**config.mk**
```make
export PLATFORM = sky130hd
export DESIGN_NAME = base64_stream_encoder
export DESIGN_NICKNAME = d
export VERILOG_FILES = /design/src/rtl/b64enc_pkg.sv /design/src/rtl/b64enc_front.sv /design/src/rtl/b64enc_queue.sv /design/src/rtl/b64enc_back.sv /design/src/rtl/base64_stream_encoder.sv
export SDC_FILE = /design/constraint.sdc
export NUM_CORES = 1
export LEC_CHECK = 0
export ABC_AREA = 1
export CORE_MARGIN = 2
export CORE_UTILIZATION = 58
export DETAILED_ROUTE_END_ITERATION = 16
export DONT_BUFFER_PORTS = 1
export GPL_TIMING_DRIVEN = 0
export PLACE_DENSITY_LB_ADDON = 0.08
export SLEW_MARGIN = 20
export SYNTH_ARGS = -nofsm -noshare
export SYNTH_HDL_FRONTEND = slang
export SYNTH_HIERARCHICAL = 1
export SYNTH_SLANG_ARGS = --single-unit
```
**constraint.sdc**
```tcl
create_clock -name aclk -period 4.8 [get_ports aclk]
set_clock_uncertainty 0.15 [all_clocks]
set_input_delay 0 -clock aclk [delete_from_list [all_inputs] [get_ports aclk]]
set_output_delay 0 -clock aclk [all_outputs]
set_load 0.01 [all_outputs]
```
**src/rtl/b64enc_pkg.sv**
```systemverilog
// Shared types, constants and the alphabet lookup for the base64 stream encoder.
`timescale 1ns / 1ps

package b64enc_pkg;

    localparam int Q_DEPTH = 4;

    localparam logic [7:0] PAD_CHAR = 8'h3D;

    // Characters that one input byte produces, lowest slot first.
    typedef struct packed {
        logic [3:0][7:0] chars;
        logic [1:0]      last_idx;
        logic            last;
    } b64_entry_t;

    // Map a 6-bit index onto A-Z, a-z, 0-9, '+', '/'.
    function automatic logic [7:0] b64_char(input logic [5:0] idx);
        logic [7:0] v;
        v = {2'b00, idx};
        if (idx < 6'd26) begin
            return v + 8'h41;
        end else if (idx < 6'd52) begin
            return v + 8'h47;
        end else if (idx < 6'd62) begin
            return v + 8'hFC;
        end else if (idx == 6'd62) begin
            return 8'h2B;
        end else begin
            return 8'h2F;
        end
    endfunction

endpackage

```
**src/rtl/b64enc_front.sv**
```systemverilog
// Front end: accepts bytes, tracks group position and builds the characters per byte.
`timescale 1ns / 1ps

module b64enc_front
    import b64enc_pkg::*;
(
    input  logic       aclk,
    input  logic       aresetn,
    input  logic       s_tvalid,
    output logic       s_tready,
    input  logic [7:0] s_tdata,
    input  logic       s_tlast,
    input  logic       q_ready,
    output logic       q_push,
    output b64_entry_t q_entry
);

    typedef enum logic [2:0] {
        PH0 = 3'b001,
        PH1 = 3'b010,
        PH2 = 3'b100
    } phase_t;

    phase_t     phase_reg, phase_next;
    logic [3:0] left_reg, left_next;

    assign s_tready = q_ready;
    assign q_push   = s_tvalid && q_ready;

    always_comb begin
        phase_next = phase_reg;
        left_next  = left_reg;
        q_entry    = '0;
        q_entry.last = s_tlast;
        unique case (phase_reg)
            PH1: begin
                q_entry.chars[0] = b64_char({left_reg[1:0], s_tdata[7:4]});
                if (s_tlast) begin
                    q_entry.chars[1] = b64_char({s_tdata[3:0], 2'b00});
                    q_entry.chars[2] = PAD_CHAR;
                    q_entry.last_idx = 2'd2;
                end else begin
                    phase_next = PH2;
                    left_next  = s_tdata[3:0];
                end
            end
            PH2: begin
                q_entry.chars[0] = b64_char({left_reg, s_tdata[7:6]});
                q_entry.chars[1] = b64_char(s_tdata[5:0]);
                q_entry.last_idx = 2'd1;
                phase_next = PH0;
                left_next  = '0;
            end
            default: begin
                q_entry.chars[0] = b64_char(s_tdata[7:2]);
                if (s_tlast) begin
                    q_entry.chars[1] = b64_char({s_tdata[1:0], 4'b0000});
                    q_entry.chars[2] = PAD_CHAR;
                    q_entry.chars[3] = PAD_CHAR;
                    q_entry.last_idx = 2'd3;
                end else begin
                    phase_next = PH1;
                    left_next  = {2'b00, s_tdata[1:0]};
                end
            end
        endcase
        // End of message restarts the group.
        if (s_tlast) begin
            phase_next = PH0;
            left_next  = '0;
        end
    end

    always_ff @(posedge aclk) begin
        if (!aresetn) begin
            phase_reg <= PH0;
            left_reg  <= '0;
        end else if (q_push) begin
            phase_reg <= phase_next;
            left_reg  <= left_next;
        end
    end

endmodule

```
**src/rtl/b64enc_queue.sv**
```systemverilog
// Small register queue between the front end and the character emitter.
`timescale 1ns / 1ps

module b64enc_queue
    import b64enc_pkg::*;
#(
    parameter int DEPTH = Q_DEPTH
) (
    input  logic       aclk,
    input  logic       aresetn,
    input  logic       push,
    input  b64_entry_t push_entry,
    output logic       q_ready,
    input  logic       pop,
    output logic       q_valid,
    output b64_entry_t q_entry
);

    localparam int PTR_W = (DEPTH > 1) ? $clog2(DEPTH) : 1;
    localparam int CNT_W = $clog2(DEPTH + 1);

    b64_entry_t         mem_reg [DEPTH];
    logic [PTR_W-1:0]   wr_ptr_reg, wr_ptr_next;
    logic [PTR_W-1:0]   rd_ptr_reg, rd_ptr_next;
    logic [CNT_W-1:0]   count_reg, count_next;

    assign q_valid = (count_reg != '0);
    assign q_ready = (count_reg != CNT_W'(DEPTH));
    assign q_entry = mem_reg[rd_ptr_reg];

    always_comb begin
        wr_ptr_next = wr_ptr_reg;
        rd_ptr_next = rd_ptr_reg;
        count_next  = count_reg;
        if (push) begin
            wr_ptr_next = (wr_ptr_reg == PTR_W'(DEPTH - 1)) ? '0 : wr_ptr_reg + 1'b1;
        end
        if (pop) begin
            rd_ptr_next = (rd_ptr_reg == PTR_W'(DEPTH - 1)) ? '0 : rd_ptr_reg + 1'b1;
        end
        if (push && !pop) begin
            count_next = count_reg + 1'b1;
        end else if (pop && !push) begin
            count_next = count_reg - 1'b1;
        end
    end

    always_ff @(posedge aclk) begin
        if (!aresetn) begin
            wr_ptr_reg <= '0;
            rd_ptr_reg <= '0;
            count_reg  <= '0;
        end else begin
            wr_ptr_reg <= wr_ptr_next;
            rd_ptr_reg <= rd_ptr_next;
            count_reg  <= count_next;
        end
    end

    always_ff @(posedge aclk) begin
        if (push) begin
            mem_reg[wr_ptr_reg] <= push_entry;
        end
    end

endmodule

```
**src/rtl/b64enc_back.sv**
```systemverilog
// Back end: pops byte records and emits their characters one beat per cycle while m_tready is high.
`timescale 1ns / 1ps

module b64enc_back
    import b64enc_pkg::*;
(
    input  logic       aclk,
    input  logic       aresetn,
    input  logic       q_valid,
    input  b64_entry_t q_entry,
    output logic       pop,
    output logic       m_tvalid,
    input  logic       m_tready,
    output logic [7:0] m_tdata,
    output logic       m_tlast
);

    b64_entry_t cur_reg;
    logic       cur_valid_reg;
    logic [1:0] idx_reg;
    logic       m_tvalid_reg;
    logic [7:0] m_tdata_reg;
    logic       m_tlast_reg;

    logic load_out;
    logic done;

    assign load_out = cur_valid_reg && (!m_tvalid_reg || m_tready);
    assign done     = load_out && (idx_reg == cur_reg.last_idx);
    assign pop      = q_valid && (!cur_valid_reg || done);

    assign m_tvalid = m_tvalid_reg;
    assign m_tdata  = m_tdata_reg;
    assign m_tlast  = m_tlast_reg;

    always_ff @(posedge aclk) begin
        if (!aresetn) begin
            cur_valid_reg <= 1'b0;
            idx_reg       <= '0;
            m_tvalid_reg  <= 1'b0;
        end else begin
            if (pop) begin
                cur_valid_reg <= 1'b1;
                idx_reg       <= '0;
            end else if (done) begin
                cur_valid_reg <= 1'b0;
                idx_reg       <= '0;
            end else if (load_out) begin
                idx_reg <= idx_reg + 1'b1;
            end
            if (load_out) begin
                m_tvalid_reg <= 1'b1;
            end else if (m_tready) begin
                m_tvalid_reg <= 1'b0;
            end
        end
    end

    always_ff @(posedge aclk) begin
        if (pop) begin
            cur_reg <= q_entry;
        end
        if (load_out) begin
            m_tdata_reg <= cur_reg.chars[idx_reg];
            m_tlast_reg <= cur_reg.last && (idx_reg == cur_reg.last_idx);
        end
    end

`ifndef ASSERT_OFF
    a_idx_bound: assert property (@(posedge aclk) disable iff (!aresetn)
        cur_valid_reg |-> (idx_reg <= cur_reg.last_idx))
        else $error("character index ran past the record");

    a_idx_idle: assert property (@(posedge aclk) disable iff (!aresetn)
        !cur_valid_reg |-> (idx_reg == 2'd0))
        else $error("character index not cleared while idle");

    a_out_src: assert property (@(posedge aclk) disable iff (!aresetn)
        (!m_tvalid_reg && !cur_valid_reg) |=> !m_tvalid_reg)
        else $error("beat emitted without a record in hand");
`endif

endmodule

```
**src/rtl/base64_stream_encoder.sv**
```systemverilog
// A byte's record reaches its first beat via the queue, record register and output register.
// Throughput: one character beat per cycle while m_tready is high, set by the single output
// register of the character emitter; a byte yields 1 to 4 characters (4 chars per 3 bytes).
// The input stalls only when the record queue between front and back end is full.
// Reset: synchronous, active-low aresetn clears group position, queue and output valid.
`timescale 1ns / 1ps

module base64_stream_encoder
    import b64enc_pkg::*;
#(
    parameter int QUEUE_DEPTH = Q_DEPTH
) (
    input  logic       aclk,
    input  logic       aresetn,
    input  logic       s_tvalid,
    output logic       s_tready,
    input  logic [7:0] s_tdata,   // [7:0] data_byte
    input  logic       s_tlast,   // end_of_message
    output logic       m_tvalid,
    input  logic       m_tready,
    output logic [7:0] m_tdata,   // [7:0] out_char
    output logic       m_tlast    // last_char
);

    logic       q_push;
    logic       q_ready;
    logic       q_pop;
    logic       q_valid;
    b64_entry_t front_entry;
    b64_entry_t head_entry;

    b64enc_front u_front (
        .aclk     (aclk),
        .aresetn  (aresetn),
        .s_tvalid (s_tvalid),
        .s_tready (s_tready),
        .s_tdata  (s_tdata),
        .s_tlast  (s_tlast),
        .q_ready  (q_ready),
        .q_push   (q_push),
        .q_entry  (front_entry)
    );

    b64enc_queue #(
        .DEPTH (QUEUE_DEPTH)
    ) u_queue (
        .aclk       (aclk),
        .aresetn    (aresetn),
        .push       (q_push),
        .push_entry (front_entry),
        .q_ready    (q_ready),
        .pop        (q_pop),
        .q_valid    (q_valid),
        .q_entry    (head_entry)
    );

    b64enc_back u_back (
        .aclk     (aclk),
        .aresetn  (aresetn),
        .q_valid  (q_valid),
        .q_entry  (head_entry),
        .pop      (q_pop),
        .m_tvalid (m_tvalid),
        .m_tready (m_tready),
        .m_tdata  (m_tdata),
        .m_tlast  (m_tlast)
    );

endmodule
```
### After elaboration in Yosys (flattened, before gate mapping)

Memories as Yosys holds them, arrays and structs flattened. A register that Yosys moved wholly into a read port is not among the register bits.
Cells that the tools add are included.

* mux-type cells: 45
* $add $sub $neg: 23
* reductions and logical operators: 19
* $lt $le $gt $ge: 19
* bitwise operators: 1
* eq/ne operators: 10

Operators by type and width (count)
* $mux 8: 19
* $add 6x7->8 const B: 12
* $lt 6x6->1 const B: 12
* $add 7x3->8 const B: 6
* $lt 6x5->1 const B: 6
* $pmux 18 s2: 1
* $eq 6x6->1 const B: 4
* $mux 22: 1
* $mux 3: 7
* $bmux 8 s2: 1
* $pmux 8 s2: 1
* $mux 14: 1
* $mux 2: 4
* $pmux 4 s2: 1
* $logic_and 1x1->1: 7
* $add 2x1->2 const B: 3
* $mux 1: 6
* $mux 6: 1
* $pmux 3 s2: 1
* $reduce_bool 2->1: 3
* $eq 2x2->1 const B: 2
* $logic_not 1->1: 4
* $mux 4: 1
* $add 3x1->3 const B: 1
* other kinds (11): 12

* logic and storage cells: 129
* RAM bits: 132
* output and inout port bits: 11
* memories: 1
* register bits after elaboration: 35

Memories
* u_queue.mem_reg: words 4, bits a word 33, rd ports 1, clocked after Yosys merged registers in 1, wr ports 1, RTL line b64enc_queue.sv:22 `b64_entry_t mem_reg [DEPTH];`

### Logic depth before layout (Yosys ltp)

* word-level depth: 9
* depth in mapped cells: 15
* mapped depth without buffers: 15

### By module

The synthesis kept the hierarchy.

By module, submodules not included
* b64enc_queue: instances 1, seq. area each 4384.2 um2, area an instance 5654.2 um2, cells each 398
* b64enc_front: instances 1, seq. area each 140.1 um2, area an instance 2637.5 um2, cells each 448
* b64enc_back: instances 1, seq. area each 1401.3 um2, area an instance 1754.2 um2, cells each 117

### Least setup slack after synthesis

OpenSTA, ideal clock, no wires.

* path type: register to register
* start point: register u_back.cur_valid_reg
* end point: register u_queue.count_reg[1]
* arrival: 3.941 ns
* data required time: 4.531 ns
* library setup time: 0.119 ns
* setup slack: 0.589 ns
* cell stages (with the launch flop): 11
* cells stage by stage: dfxtp_1 -> inv_2 -> a21oi_4 -> nand3_1 -> a21oi_1 -> inv_1 -> ha_1 -> inv_1 -> fa_1 -> o21ai_0 -> a21oi_1

* longest elaborated chain between the ends: 7

RTL lines
* from (decl): RTL line b64enc_back.sv:19 `logic cur_valid_reg;`
* from (signal assigned): RTL line b64enc_back.sv:38 `cur_valid_reg <= 1'b0;`
* from (signal assigned): RTL line b64enc_back.sv:43 `cur_valid_reg <= 1'b1;`
* from (signal assigned): RTL line b64enc_back.sv:46 `cur_valid_reg <= 1'b0;`
* $logic_and 1x1->1: RTL line b64enc_back.sv:28 `assign load_out = cur_valid_reg && (!m_tvalid_reg || m_tready);`
* named net u_back.load_out: RTL line b64enc_back.sv:25 `logic load_out;`
* $logic_and 1x1->1: RTL line b64enc_back.sv:29 `assign done = load_out && (idx_reg == cur_reg.last_idx);`
* $logic_or 1x1->1: RTL line b64enc_back.sv:30 `assign pop = q_valid && (!cur_valid_reg || done);`
* $logic_and 1x1->1: RTL line b64enc_back.sv:30
* named net q_pop: RTL line base64_stream_encoder.sv:27 `logic q_pop;`
* $logic_not 1->1: RTL line b64enc_queue.sv:41 `if (push && !pop) begin`
* $logic_and 1x1->1: RTL line b64enc_queue.sv:41
* $mux 3: RTL line b64enc_queue.sv:41
* named net u_queue.count_next[1]: RTL line b64enc_queue.sv:25 `logic [CNT_W-1:0] count_reg, count_next;`
* to (signal assigned): RTL line b64enc_queue.sv:56 `count_reg <= count_next;`
* to (decl): RTL line b64enc_queue.sv:25

The timed path passes the listed nets, and every way through them passes these cells.
A chain may end at the register's enable or synchronous reset.

### Worst setup path after layout

Ends and elaborated chain as after synthesis.

==> reports/results.tsv <==
metric	value	unit
Placed Area	10500	um^2
count leader, synth	edfxtp_1	
leakage power total	4.29	nW
Worst Tran Pin Value	0.946	ns
nature of the critical path endpoint	register	
pwr dens	517	nW/um^2
hold path depth	6	
Critical Path Start Type	register	
FP Rows	48	
Reg clk slew, reported paths	0.06	ns
R2R Path Start	u_back/cur_valid_reg	
number of global-route vias before repair	6795	
CTS Buffer Depth	3	
Layout Nets	1045	
FMAX	0.303	GHz
worst hold slack	0.0423	ns
Hold Path End	u_queue/mem_reg[2][8]	
max reg flops	140	
# resized after CTS	0	
Routed WL per cell	18.0	um
ANT cells	0	
Primary FF master, synth	edfxtp_1	
layout cells sized above 1	17.0	%
Synth async-reset ratio	0	%
Slew HR	36.7	%
sequential area share after synthesis	59.0	%
VDD IR max	343	uV
max-cap check violation count	0	
Syn. warnings	6	
gr usage total	25.3	%
reg2reg end	u_queue/count_reg[1]	
CTS tree	done	
unrepaired setup endpoints after global routing	false	
Final Wtd Congestion	0.942	
DRT antenna net count	0	
starting density of the core	58.7	%
Synth top cells by count	184 x edfxtp_1, 130 x nand2_1, 122 x nor2_1	
number of synthesized flops with an enable pin	184	
core area	17100	um^2
status	complete, no violations	
Reg2Reg Setup Slack	1.50	ns
Worst-Skew Late Latency	0.49	ns
final hold vios	0	
initial antenna violation count	0	
area delta synth->final	11.8	%
Chip Width	136	um
Distinct cells, synth	42	
max-slew violation count	0	
Initial DRC Count	610	
Mapped Cells	963	
Req. time, crit path	5.03	ns
crit path launch	u_back/cur_valid_reg	
Min-Delay Startpoint	s_tdata[7]	
WP data arrival	3.53	ns
largest area contributor in the netlist	edfxtp_1	
Final period util	68.8	%
Setup Viol. Count Final	0	
flops & latches, synth	204	
Via Count	7046	
Finished Cell Area	11200	um^2
synth top area cells	edfxtp_1 55%, nand2_1 4.9%, nor2_1 4.6%	
Top Ports	24	
Setup CP Type	register to register	
syn_area_per_cell	10.4	um^2
Final min period	3.30	ns
Post-DP HPWL	15500	um
area share of the largest cell type after synthesis	55.0	%
reg2reg path depth	10	
synthesized cell area	10000	um^2
chip height	136	um
htree depth	1	
Sink Count	204	
via density per instance	5.66	
Port-buffer cells	0	
TritonRoute pass-1 iters	5	
clock root cell	clkbuf_16	
number of CTS-inserted buffers	20	
pin count of the biggest net entering global routing	29	
total global routing overflow	0	
first-pass GRT wire length	35200	um
crit path max fanout	19	
Hold WC Path Type	input pin to register	
DRC Markers	0	
wirelength, routed	22400	um
Die Area	18400	um^2
## layout by cell type, fill, tap and decap left out, types with 3 or more instances in the layout
master,synthesis,final
xnor2_1,7,7
ha_1,26,26
nor2_4,5,5
edfxtp_1,184,184
o22ai_1,43,43
o211ai_1,12,12
xor2_1,6,6
a21oi_1,36,35
conb_1,1,6
o21ai_0,75,75
buf_6,7,7
nand3_1,50,50
clkbuf_1,0,6
nor2_8,3,3
o21ai_1,48,48
inv_2,29,33
buf_12,0,4
clkbuf_16,0,21
dlygate4sd3_1,0,10
nand2_1,130,130
nor3_1,3,3
nor2_1,122,122
clkbuf_8,0,5
nand3_2,5,5
inv_1,51,47
nor2_2,3,3
dfxtp_1,20,20
inv_4,3,3
buf_4,42,42
buf_2,9,9
nand2_2,10,10
a21oi_2,4,4
nand4_1,9,9
nand2_4,5,5
## power breakdown
| part | switching, W | internal [W] | total [W] |
|---|---|---|---|
| Combinational | 0.00107 | 0.000546 | 0.00162 |
| Sequential | 0.000183 | 0.00246 | 0.00264 |
| Clock | 0.000612 | 0.000938 | 0.00155 |
| Total | 0.00187 | 0.00394 | 0.00581 |
## through the flow
stage / power, W / TNS [ns] / instances / utilization, % / setup slack (ns)
global route: 0.00611 / 0 / 1244 / 65.6 / 1.19
global placement: 0.00421 / -1.57 / 1193 / 60.4 / -0.668
floorplan: 0.00370 / 0 / 968 / - / 0.589
CTS: 0.00582 / 0 / 1244 / 65.6 / 1.51
detailed placement: 0.00427 / 0 / 1198 / 61.1 / 1.52
finish: 0.00581 / 0 / 1244 / 65.6 / 1.50
## how the worst max path moves through the flow
stage / endpoint / slack [ns]
6_report: u_queue/count_reg[1] / 1.50
5_1_grt: u_queue/count_reg[1] / 1.19
4_1_cts: u_queue/count_reg[1] / 1.51
3_5_place_dp: u_queue/count_reg[1] / 1.52
3_3_place_gp: u_queue/count_reg[1] / -0.67
2_1_floorplan: u_queue/count_reg[1] / 0.59
## cells by family after synthesis
| group | share of synthesized area, % |
|---|---|
| simple gates | 16.1 |
| xor+xnor | 1.13 |
| flops | 59.0 |
| fa+ha+maj | 3.44 |
| compound gates | 12.5 |
| buf+inv | 7.72 |
| other cells | 0.0373 |
## critical path, stage by stage (launching register included)
cell and delay [ns]:
dfxtp_1 0.44, inv_2 0.08, a21oi_4 0.36, nand3_1 0.30, a21oi_4 0.67, inv_1 0.19
ha_1 0.24, inv_1 0.09, fa_1 0.39, o21ai_0 0.19, a21oi_1 0.07
## layer usage
layer  vias up  share of wire [%]  global-route usage, %
li1       3424                  -                      -
met1      3309                 41                   32.6
met2       263                 50                   43.8
met3        50                5.7                   3.82
met4         0                2.7                   8.74
met5         -                  0                      0
## repair_timing
item                       CTS  global route
setup endpoints to repair    0             0
setup buffers                0             0
hold buffers                10             0
hold endpoints to repair    81             0
## final cells by class
cell class | instances | area (um^2)
clock inverters | 4 | 52.6
fillers | 1348 | 5880
well taps | 225 | 282
plain buffers | 58 | 439
flip-flops and latches | 204 | 5930
multi-input cells | 621 | 3370
repair buffers | 15 | 208
inverters | 85 | 337
clock buffers | 32 | 617
Note: power is estimated with default switching activity, not from simulation.
